==> src/hdl/lr_pkg.sv <==
// Shared types and constants for the line rasterizer.
// Used by lr_cfg, lr_step and line_rasterizer_top; depends on nothing else.
package lr_pkg;

	localparam int COORD_W  = 6;
	localparam int STRIDE_W = 13;
	localparam int OFFSET_W = 18;
	localparam int COLOR_W  = 32;
	localparam int ERR_W    = 9;
	localparam int ADDR_W   = 3;
	localparam int DATA_W   = 32;

	localparam logic [STRIDE_W-1:0] STRIDE_RESET = 13'd256;

	// register index is the word address, paddr[2]
	localparam logic REG_ROW_STRIDE = 1'b0;

	typedef struct packed {
		logic [COORD_W-1:0] start_x;
		logic [COORD_W-1:0] start_y;
		logic [COORD_W-1:0] end_x;
		logic [COORD_W-1:0] end_y;
		logic [COLOR_W-1:0] draw_color;
	} line_req_t;

	typedef struct packed {
		logic [COORD_W-1:0]  pixel_x;
		logic [COORD_W-1:0]  pixel_y;
		logic [OFFSET_W-1:0] pixel_offset;
		logic [COLOR_W-1:0]  pixel_color;
		logic                last_pixel;
	} pixel_res_t;

	// direction control for the step unit
	typedef struct packed {
		logic x_major;
		logic neg_x;
		logic neg_y;
	} step_ctl_t;

endpackage

==> src/hdl/lr_cfg.sv <==
// APB register block holding row_stride.
// Depends on lr_pkg.
module lr_cfg
	import lr_pkg::*;
(
	input  logic                clk,
	input  logic                arst_n,
	input  logic                psel,
	input  logic                penable,
	input  logic                pwrite,
	input  logic [ADDR_W-1:0]   paddr,
	input  logic [DATA_W-1:0]   pwdata,
	output logic [DATA_W-1:0]   prdata,
	output logic                pready,
	output logic [STRIDE_W-1:0] row_stride
);

	logic [STRIDE_W-1:0] stride_q;
	logic                reg_idx;

	assign reg_idx = paddr[ADDR_W-1];
	assign pready  = 1'b1;

	always_ff @(posedge clk or negedge arst_n) begin
		if (!arst_n) begin
			stride_q <= STRIDE_RESET;
		end else if (psel && penable && pwrite && reg_idx == REG_ROW_STRIDE) begin
			stride_q <= pwdata[STRIDE_W-1:0];
		end
	end

	always_comb begin
		case (reg_idx)
			REG_ROW_STRIDE: prdata = {{(DATA_W-STRIDE_W){1'b0}}, stride_q};
			default:        prdata = '0;
		endcase
	end

	assign row_stride = stride_q;

endmodule

==> src/hdl/lr_step.sv <==
// Combinational step unit: one Bresenham step of error term, coordinates and byte offset.
// Depends on lr_pkg.
module lr_step
	import lr_pkg::*;
#(
	parameter int BYTES_PER_PIXEL = 4
) (
	input  step_ctl_t                 ctl,
	input  logic [COORD_W-1:0]        x,
	input  logic [COORD_W-1:0]        y,
	input  logic signed [ERR_W-1:0]   err,
	input  logic signed [ERR_W-1:0]   major2,
	input  logic signed [ERR_W-1:0]   minor2,
	input  logic [OFFSET_W-1:0]       offset,
	input  logic [STRIDE_W-1:0]       row_stride,
	output logic [COORD_W-1:0]        x_next,
	output logic [COORD_W-1:0]        y_next,
	output logic signed [ERR_W-1:0]   err_next,
	output logic [OFFSET_W-1:0]       offset_next
);

	localparam logic [OFFSET_W-1:0] BPP_OFF = OFFSET_W'(BYTES_PER_PIXEL);

	logic signed [ERR_W-1:0] err_sub;
	logic                    minor_step;
	logic                    step_x;
	logic                    step_y;
	logic [OFFSET_W-1:0]     stride_off;
	logic [OFFSET_W-1:0]     off_x;
	logic [OFFSET_W-1:0]     off_y;

	assign err_sub    = err - minor2;
	assign minor_step = err_sub < 0;
	assign err_next   = minor_step ? err_sub + major2 : err_sub;

	assign step_x = ctl.x_major | minor_step;
	assign step_y = !ctl.x_major | minor_step;

	assign x_next = step_x ? (ctl.neg_x ? x - 1'b1 : x + 1'b1) : x;
	assign y_next = step_y ? (ctl.neg_y ? y - 1'b1 : y + 1'b1) : y;

	// offset tracks y*stride + x*bpp modulo the offset width
	assign stride_off = OFFSET_W'(row_stride);
	assign off_x = step_x ? (ctl.neg_x ? OFFSET_W'(0) - BPP_OFF : BPP_OFF) : '0;
	assign off_y = step_y ? (ctl.neg_y ? OFFSET_W'(0) - stride_off : stride_off) : '0;
	assign offset_next = offset + off_x + off_y;

endmodule

==> src/hdl/line_rasterizer_top.sv <==
// Line rasterizer top: sequencer, line registers, step unit and register block.
// First pixel: the request is registered in the idle state, the setup state registers the
// step terms and the first run-state step registers the result; one pixel per cycle after.
// busy covers setup plus one step-unit pass per pixel, so a new line is taken after the last.
// The receiver cannot stall; results are strobed for one cycle each.
// Reset: arst_n clears the sequencer and the strobe and sets row_stride to 256.
module line_rasterizer_top
	import lr_pkg::*;
#(
	parameter int BYTES_PER_PIXEL = 4,
	parameter int COORD_MAX       = 63
) (
	input  logic              clk,
	input  logic              arst_n,
	input  logic              start,
	input  line_req_t         request,
	output logic              busy,
	output logic              strobe,
	output pixel_res_t        result,
	input  logic              psel,
	input  logic              penable,
	input  logic              pwrite,
	input  logic [ADDR_W-1:0] paddr,
	input  logic [DATA_W-1:0] pwdata,
	output logic [DATA_W-1:0] prdata,
	output logic              pready
);

	localparam logic [COORD_W-1:0] CMAX = COORD_W'(COORD_MAX);
	localparam logic [COLOR_W-1:0] COLOR_MASK =
		{COLOR_W{1'b1}} >> (COLOR_W - 8 * BYTES_PER_PIXEL);

	typedef enum logic [1:0] {S_IDLE, S_SETUP, S_RUN} state_t;

	function automatic logic [COORD_W-1:0] clamp(input logic [COORD_W-1:0] v);
		return (v > CMAX) ? CMAX : v;
	endfunction

	state_t                  state_q;
	logic [COORD_W-1:0]      x_q, y_q, ex_q, ey_q;
	logic [COLOR_W-1:0]      color_q;
	logic signed [ERR_W-1:0] err_q, major2_q, minor2_q;
	logic [OFFSET_W-1:0]     offset_q;
	step_ctl_t               ctl_q;
	logic                    strobe_q;
	pixel_res_t              result_q;

	logic [STRIDE_W-1:0]     row_stride;
	logic [COORD_W-1:0]      dx, dy, major_d, minor_d;
	step_ctl_t               ctl_setup;
	logic [COORD_W+STRIDE_W-1:0] row_base;
	logic [OFFSET_W-1:0]     x_bytes;
	logic                    at_end;

	logic [COORD_W-1:0]      x_next, y_next;
	logic signed [ERR_W-1:0] err_next;
	logic [OFFSET_W-1:0]     offset_next;

	lr_cfg u_cfg (
		.clk        (clk),
		.arst_n     (arst_n),
		.psel       (psel),
		.penable    (penable),
		.pwrite     (pwrite),
		.paddr      (paddr),
		.pwdata     (pwdata),
		.prdata     (prdata),
		.pready     (pready),
		.row_stride (row_stride)
	);

	lr_step #(
		.BYTES_PER_PIXEL (BYTES_PER_PIXEL)
	) u_step (
		.ctl         (ctl_q),
		.x           (x_q),
		.y           (y_q),
		.err         (err_q),
		.major2      (major2_q),
		.minor2      (minor2_q),
		.offset      (offset_q),
		.row_stride  (row_stride),
		.x_next      (x_next),
		.y_next      (y_next),
		.err_next    (err_next),
		.offset_next (offset_next)
	);

	// line setup: deltas, directions, starting offset
	always_comb begin
		dx = (ex_q >= x_q) ? ex_q - x_q : x_q - ex_q;
		dy = (ey_q >= y_q) ? ey_q - y_q : y_q - ey_q;
		ctl_setup.x_major = dx > dy;
		ctl_setup.neg_x   = ex_q < x_q;
		ctl_setup.neg_y   = ey_q < y_q;
		major_d = ctl_setup.x_major ? dx : dy;
		minor_d = ctl_setup.x_major ? dy : dx;
		row_base = {{STRIDE_W{1'b0}}, y_q} * {{COORD_W{1'b0}}, row_stride};
		x_bytes  = OFFSET_W'(x_q) * OFFSET_W'(BYTES_PER_PIXEL);
	end

	assign at_end = ctl_q.x_major ? (x_q == ex_q) : (y_q == ey_q);

	always_ff @(posedge clk or negedge arst_n) begin
		if (!arst_n) begin
			state_q  <= S_IDLE;
			strobe_q <= 1'b0;
		end else begin
			strobe_q <= 1'b0;
			case (state_q)
				S_IDLE: begin
					if (start) begin
						x_q     <= clamp(request.start_x);
						y_q     <= clamp(request.start_y);
						ex_q    <= clamp(request.end_x);
						ey_q    <= clamp(request.end_y);
						color_q <= request.draw_color & COLOR_MASK;
						state_q <= S_SETUP;
					end
				end
				S_SETUP: begin
					ctl_q    <= ctl_setup;
					err_q    <= ERR_W'(major_d) - ERR_W'(1);
					major2_q <= ERR_W'({major_d, 1'b0});
					minor2_q <= ERR_W'({minor_d, 1'b0});
					offset_q <= OFFSET_W'(row_base) + x_bytes;
					state_q  <= S_RUN;
				end
				S_RUN: begin
					strobe_q              <= 1'b1;
					result_q.pixel_x      <= x_q;
					result_q.pixel_y      <= y_q;
					result_q.pixel_offset <= offset_q;
					result_q.pixel_color  <= color_q;
					result_q.last_pixel   <= at_end;
					if (at_end) begin
						state_q <= S_IDLE;
					end else begin
						x_q      <= x_next;
						y_q      <= y_next;
						err_q    <= err_next;
						offset_q <= offset_next;
					end
				end
				default: state_q <= S_IDLE;
			endcase
		end
	end

	assign busy   = state_q != S_IDLE;
	assign strobe = strobe_q;
	assign result = result_q;

	// a pixel only follows a busy cycle
	a_strobe_after_busy: assert property (@(posedge clk) disable iff (!arst_n)
		strobe |-> $past(busy))
		else $error("pixel strobe without a line in progress");

	// the end point closes the line
	a_last_frees: assert property (@(posedge clk) disable iff (!arst_n)
		strobe && result.last_pixel |-> !busy)
		else $error("busy still high after the last pixel");

	// a pixel that is not the end point leaves the line in progress
	a_more_keeps_busy: assert property (@(posedge clk) disable iff (!arst_n)
		strobe && !result.last_pixel |-> busy)
		else $error("line ended without a last pixel");

	// an accepted request starts work at once
	a_accept_busy: assert property (@(posedge clk) disable iff (!arst_n)
		start && !busy |=> busy)
		else $error("request accepted but block not busy");

endmodule

==> config.mk <==
export PLATFORM = sky130hd
export DESIGN_NAME = line_rasterizer_top
export DESIGN_NICKNAME = d
export VERILOG_FILES = /design/src/hdl/lr_pkg.sv /design/src/hdl/lr_cfg.sv /design/src/hdl/lr_step.sv /design/src/hdl/line_rasterizer_top.sv
export SDC_FILE = /design/constraint.sdc
export NUM_CORES = 1
export LEC_CHECK = 0
export BUFFER_PORTS_ARGS = -buffer_cell sky130_fd_sc_hd__buf_2
export CORE_MARGIN = 3
export CORE_UTILIZATION = 40
export DETAILED_ROUTE_END_ITERATION = 12
export PLACE_DENSITY = 0.71
export SLEW_MARGIN = 20
export SYNTH_ARGS = -nofsm -noshare
export SYNTH_HDL_FRONTEND = slang
export SYNTH_SLANG_ARGS = --single-unit
==> constraint.sdc <==
create_clock -name clk -period 5.4 [get_ports clk]
set_clock_uncertainty 0.1 [all_clocks]
set_input_delay 1.08 -clock clk [delete_from_list [all_inputs] [get_ports clk]]
set_output_delay 1.08 -clock clk [all_outputs]
set_load 0.01 [all_outputs]
### Word level (Yosys, flattened, before mapping)

Cells that the tools add are included.

| operators by class | value |
|---|---|
| add/sub/neg operators | 15 |
| multipliers | 1 |
| div/mod/pow operators | 0 |
| $lt $le $gt $ge | 10 |
| equal/unequal tests | 9 |
| shifts and indexed selects | 0 |
| mux-type cells | 31 |
| bitwise gates (word level) | 3 |
| reductions and logical operators | 15 |

Operators by type and width:

| operator | number |
|---|---|
| $mux 18 | 5 |
| $mux 6 | 14 |
| $add 18x18->18 | 2 |
| $pmux 18 s2 | 1 |
| $gt 6x6->1 const B | 4 |
| $pmux 6 s2 | 2 |
| $sub 6x6->6 | 4 |
| $add 18x8->18 | 1 |
| $mul 6x13->18 | 1 |
| $mux 9 | 2 |
| $pmux 9 s2 | 1 |
| $sub 1x13->14 const A | 1 |
| $mux 13 | 1 |
| $add 6x1->6 const B | 2 |
| $eq 6x6->1 | 2 |
| $ge 6x6->1 | 2 |
| $lt 6x6->1 | 2 |
| $sub 6x1->6 const B | 2 |
| $reduce_and 5->1 | 2 |
| $add 9x8->9 | 1 |
| $lt 9x1->1 const B | 1 |
| $sub 9x8->9 | 1 |
| $sub 6x1->7 const B | 1 |
| $gt 6x6->1 | 1 |
| other kinds (15) | 28 |

| storage, ports and cells | value |
|---|---|
| bits in registers | 177 |
| bits in latches | 0 |
| memory bits (writable) | 0 |
| memory bits (read-only) | 0 |
| input port bits | 97 |
| output and inout bits | 98 |
| word-level logic and storage cells | 104 |
| memories kept | 0 |

### Longest topological paths before layout

| logic depth | value |
|---|---|
| depth in word-level cells | 8 |
| mapped depth | 24 |
| gate-level depth less buffers | 23 |

### Cells and area by module

Synthesis repeated with hierarchy kept, for this count alone.

| unflattened totals | value |
|---|---|
| cells, all modules | 1177 |
| area, all modules | 12873.6 µm² |

By module, submodules not included:

| module | times used | cells each | area each (µm²) | sequential area each (µm²) |
|---|---|---|---|---|
| line_rasterizer_top | 1 | 767 | 9409.0 | 4909.7 |
| lr_step | 1 | 346 | 2672.6 | 0.0 |
| lr_cfg | 1 | 64 | 792.0 | 326.6 |

### Least setup slack after synthesis

No wires, ideal clock.

| timing path | value |
|---|---|
| kind | register -> register |
| start | reg minor2_q[2] |
| end | reg offset_q[17] (data pin) |
| setup time | 269 ps |
| arrival time | 5143 ps |
| required time | 5031 ps |
| setup slack | -113 ps |
| cell stages (with the launch flop) | 18 |
| buffers on the path | 0 |
| clock period less this slack | 5513 ps |
| path through | edfxtp_1 > inv_1 > ha_1 > nor2b_1 > o31a_1 > o21a_1 > mux2_2 > nor2_1 > fa_1 > ha_1 > nor2b_1 > o31a_1 > o21a_1 > o41ai_1 > o21ai_0 > o41a_1 > xor2_1 > mux2i_1 |

| between the ends | value |
|---|---|
| longest elaborated chain between the ends | 8 |
| elaborated cells on any way between the ends | 10 |
| classes of those cells | add/sub (3); order compare (1); mux (4); bitwise (2) |

RTL lines:

| item | RTL line | RTL |
|---|---|---|
| from (decl) | line_rasterizer_top.sv:42 | `logic signed [ERR_W-1:0] err_q, major2_q, minor2_q;` |
| from (signal assigned) | line_rasterizer_top.sv:125 | `minor2_q <= ERR_W'({minor_d, 1'b0});` |
| $sub 9x8->9 * | lr_step.sv:32 | `assign err_sub = err - minor2;` |
| $lt 9x1->1 * | lr_step.sv:33 | `assign minor_step = err_sub < 0;` |
| $or 1x1->1 | lr_step.sv:36 | `assign step_x = ctl.x_major \| minor_step;` |
| $mux 18 | lr_step.sv:44 | `assign off_x = step_x ? (ctl.neg_x ? OFFSET_W'(0) - BPP_OFF : BPP_OFF) : '0;` |
| $add 18x18->18 | lr_step.sv:46 | `assign offset_next = offset + off_x + off_y;` |
| $add 18x18->18 * | lr_step.sv:46 |  |
| $mux 18 * | line_rasterizer_top.sv:136 | `if (at_end) begin` |
| $pmux 18 s2 * | line_rasterizer_top.sv:110 | `case (state_q)` |
| to (signal assigned) | line_rasterizer_top.sv:126 | `offset_q <= OFFSET_W'(row_base) + x_bytes;` |
| to (signal assigned) | line_rasterizer_top.sv:142 | `offset_q <= offset_next;` |
| to (decl) | line_rasterizer_top.sv:43 | `logic [OFFSET_W-1:0] offset_q;` |

Every way passes the cells marked *; elsewhere a longest branch is shown, timed or not. The select of a mux whose other input is x is not followed.
A chain may end at the register's enable or synchronous reset.

### Worst setup path after layout

| timing path | value |
|---|---|
| start | reg y_q[1] |
| end | reg offset_q[16] (data pin) |

| between the ends | value |
|---|---|
| longest elaborated chain between the ends | 3 |

RTL lines:

| item | RTL line | RTL |
|---|---|---|
| from (decl) | line_rasterizer_top.sv:40 | `logic [COORD_W-1:0] x_q, y_q, ex_q, ey_q;` |
| from (signal assigned) | line_rasterizer_top.sv:114 | `y_q <= clamp(request.start_y);` |
| from (signal assigned) | line_rasterizer_top.sv:140 | `y_q <= y_next;` |
| $mul 6x13->18 | line_rasterizer_top.sv:98 | `row_base = {{STRIDE_W{1'b0}}, y_q} * {{COORD_W{1'b0}}, row_stride};` |
| $add 18x8->18 | line_rasterizer_top.sv:126 |  |
| $pmux 18 s2 | line_rasterizer_top.sv:110 |  |

No other way between the ends.

==> summary.md <==
| Metric | Value |
|---|---|
| Status | completed |
| Hold Crit Class | reg -> reg |
| Critical Path Start Type | register |
| Area leader, netlist | edfxtp_1 |
| Die Wd | 182.8 um |
| Layout cell share with drive strength beyond 1 | a little over a fifth |
| Xor/xnor share of the synthesized area | under 10% |
| Htree depth | 4 |
| CTS tree | done |
| Pre-antenna DRT Iters | 5 |
| Layout Nets | between 1500 and 2000 |
| Die Y | 182.8 um |
| Synth top area share | 38.42% |
| Overall routing resource usage | between 15 and 20% |
| Distinct cells, synth | 81 |
| Flop2flop setup slack | 0.28 ns |
| Seq/Total Area, Yosys | 41.63% |
| Final worst path period need | around 5.1 ns |
| RSZ-0062 raised after global routing | true |
| Warnings, synthesis | 0 |
| CTS clk-pin slew, worst paths | 0.08 ns |
| Global route overflow | 0 |
| Largest net degree at the start of global routing | 60 |
| DRC | 0 |
| Clock Tree Root | clkbuf_16 |
| Simple-gate portion of the synthesized area | 11.97% |
| Vias in the first global route | 8761 |
| Reg-to-Reg End | offset_q[16] |
| Hold-fix buffers, CTS | 0 |
| Routed wire length | approximately 28 mm |
| Async S/R FF share, synth | just over 9% |
| Max Cap Viol | 0 |
| Ranking of synthesized cells by area | edfxtp_1 38%, fa_1 12%, ha_1 10% |
| CP arrival | 5.19 ns |
| Complex-gate fraction of the synthesized area | 11.00% |
| Synthesized flop and latch total | 176 |
| Mapped Area | 12510 um^2 |
| Crit path kind | reg -> reg |
| F_max | 195.2 MHz |
| Endpoints failing setup | 0 |
| Row Count | 64 |
| Diodes inserted | 0 |
| Die area | 33420 um^2 |
| Combinational family with the most area after synthesis | adder cells |
| Final core occ | 46.68% |
| DR WL/cell | 16.38 um |
| DP Area | 13720 um^2 |
| Crit. End Element | register |
| Antenna viol nets, final | 0 |
| Rel. slew slack | roughly 45% |
| Fin crit share | between 90% and 100% |
| IO Port Bufs | roughly 150 |
| Critical path destination | offset_q[16] |
| Most common cell after layout, fill and taps aside | edfxtp_1 |
| Worst r2r src | y_q[1] |
| Reg area | 5206 um^2 |
| Multi-input gate area | 6585 um^2 |
| Critical Path Source | y_q[1] |
| Multiplexer area fraction after synthesis | 2.381% |
| Clk sink count | 176 |
| Starting Density | approximately two fifths |
| Num ports | about 200 |
| EDFF count, synth | 160 |
| Initial drt markers | a little under 600 |
| Core area | 30670 um^2 |
| Required @ worst endpoint | between 5 and 6 ns |
| Antenna violations before repair | 0 |
| Inst Count DP | 1653 |
| Final hold violation count | 0 |
| Final std cells w/o fill | 1686 |
| Avg Synthesized Cell Area | 11.16 um^2 |
| Post-route cell area | 14320 um^2 |
| Total CTS buffers | 17 |
| Reg2Reg Depth | 17 |
| Most frequent cells in the layout | 160 x edfxtp_1, 153 x buf_2, 106 x inv_1 |
| First-pass GRT wire length | between 40 and 50 mm |
| Worst-margin pin slew | roughly 0.83 ns |
| Fill cells | roughly 2800 |
| Synth Area in Adders | 22.09% |
| Main flop type after synthesis | edfxtp_1 |
| Vias | 8446 |
| Syn Inst Count | 1121 |
| CTS max path bufs | 2 |
| Worst skew pair latency | 0.45 ns |
| HPWL after DPL | around 21 mm |
| Vias per cell | 5.009 |
| Layout overhead on the synthesized area | 14.47% |
| Worst hold slack | 0.3102 ns |
| Final slew viol count | 0 |
| Gpl congestion | 0.8614 |
| Worst-path fanout max | 8 |
==> layer usage <==
layer | global-route usage (%) | vias to the layer above | share of wire [%]
met5 | 0 | - | 0
met4 | 5.110 | 0 | 1.9
met3 | 2.916 | 35 | 4.3
met2 | 27.93 | 204 | 48
met1 | 22.86 | 4070 | 46
li1 | - | 4137 | -
==> metrics by stage <==
stage                TNS, ns  setup slack (ns)
finish                     0            0.2771
global route        -0.02163          -0.02163
floorplan                  0            0.3312
detailed placement         0            0.2180
CTS                        0            0.1736
global placement           0            0.2946
==> how the worst min path moves through the flow <==
stage / startpoint / to / slack [ns] / depth (start not counted)
global placement: color_q[11] / result[12] / 0.30 / 0
global route: color_q[22] / result[23] / 0.32 / 0
CTS: color_q[22] / result[23] / 0.31 / 0
detailed placement: color_q[12] / result[13] / 0.30 / 0
floorplan: color_q[9] / result[10] / 0.30 / 0
finish: color_q[22] / result[23] / 0.31 / 0
==> synth_stat cells, drive strengths merged (3+ instances only) <==
cell type,number
a211o,3
a211oi,8
a21o,20
a21oi,60
a31oi,5
and2,66
and3,6
buf,27
clkbuf,44
dfrtp,15
edfxtp,160
fa,73
ha,104
inv,106
mux2,14
mux2i,14
nand2,64
nand2b,8
nand3,10
nand4,7
nor2,82
nor2b,23
nor3,13
o211ai,4
o21a,12
o21ai,48
o21bai,7
o22ai,3
o31a,3
o31ai,5
o41ai,4
or3,4
xnor2,36
xor2,25
==> critical path, cell delays in order (launching register included) <==
cell and delay [ns]:
edfxtp_1 0.48, buf_4 0.20, and2_1 0.18, fa_1 0.55
fa_1 0.44, fa_1 0.55, inv_1 0.05, fa_1 0.49
inv_1 0.04, ha_1 0.32, o21a_1 0.15, a21oi_1 0.08
o21ai_0 0.31, a211oi_2 0.14, a211o_1 0.30, o21ai_0 0.21
xnor2_1 0.14, mux2i_1 0.09
==> logic make-up (layout without fill, tap and decap cells) <==
group / Yosys count / after routing
AO/OA/AOI/OAI: 203 / 203
XOR/XNOR: 62 / 62
adder cells (fa/ha/maj): 177 / 177
buffers and inverters: 179 / 330
flip-flops: 176 / 176
multiplexers: 28 / 28
other: 2 / 20
AND/OR/NAND/NOR: 294 / 294
==> what timing repair did <==
| action | CTS | global route |
|---|---|---|
| buffers inserted | 0 | 2 |
| resized for setup | 0 | 3 |
| endpoints found under the setup margin | 0 | 7 |
==> area by class of cell <==
| cell class | count | area share [%] |
|---|---|---|
| multi-input cells | 784 | 46.00 |
| flip-flops and latches | 176 | 36.37 |
| repair buffers | 191 | 7.342 |
| well taps | 396 | 3.461 |
| clock buffers | 17 | 2.972 |
| inverters | 108 | 2.832 |
| clock inverters | 14 | 1.023 |
==> state kept, by name (all words and copies together) (netlist names) <==
signal	count
result	63
color_q	32
offset_q	18
u_cfg.row_stride	13
err_q	8
ex_q	6
ey_q	6
major2_q	6
minor2_q	6
x_q	6
y_q	6
ctl_q	3
state_q	2
strobe	1
Power is not shown: default switching activity piles up to over one toggle a cycle in this logic, so the estimate is an artifact.
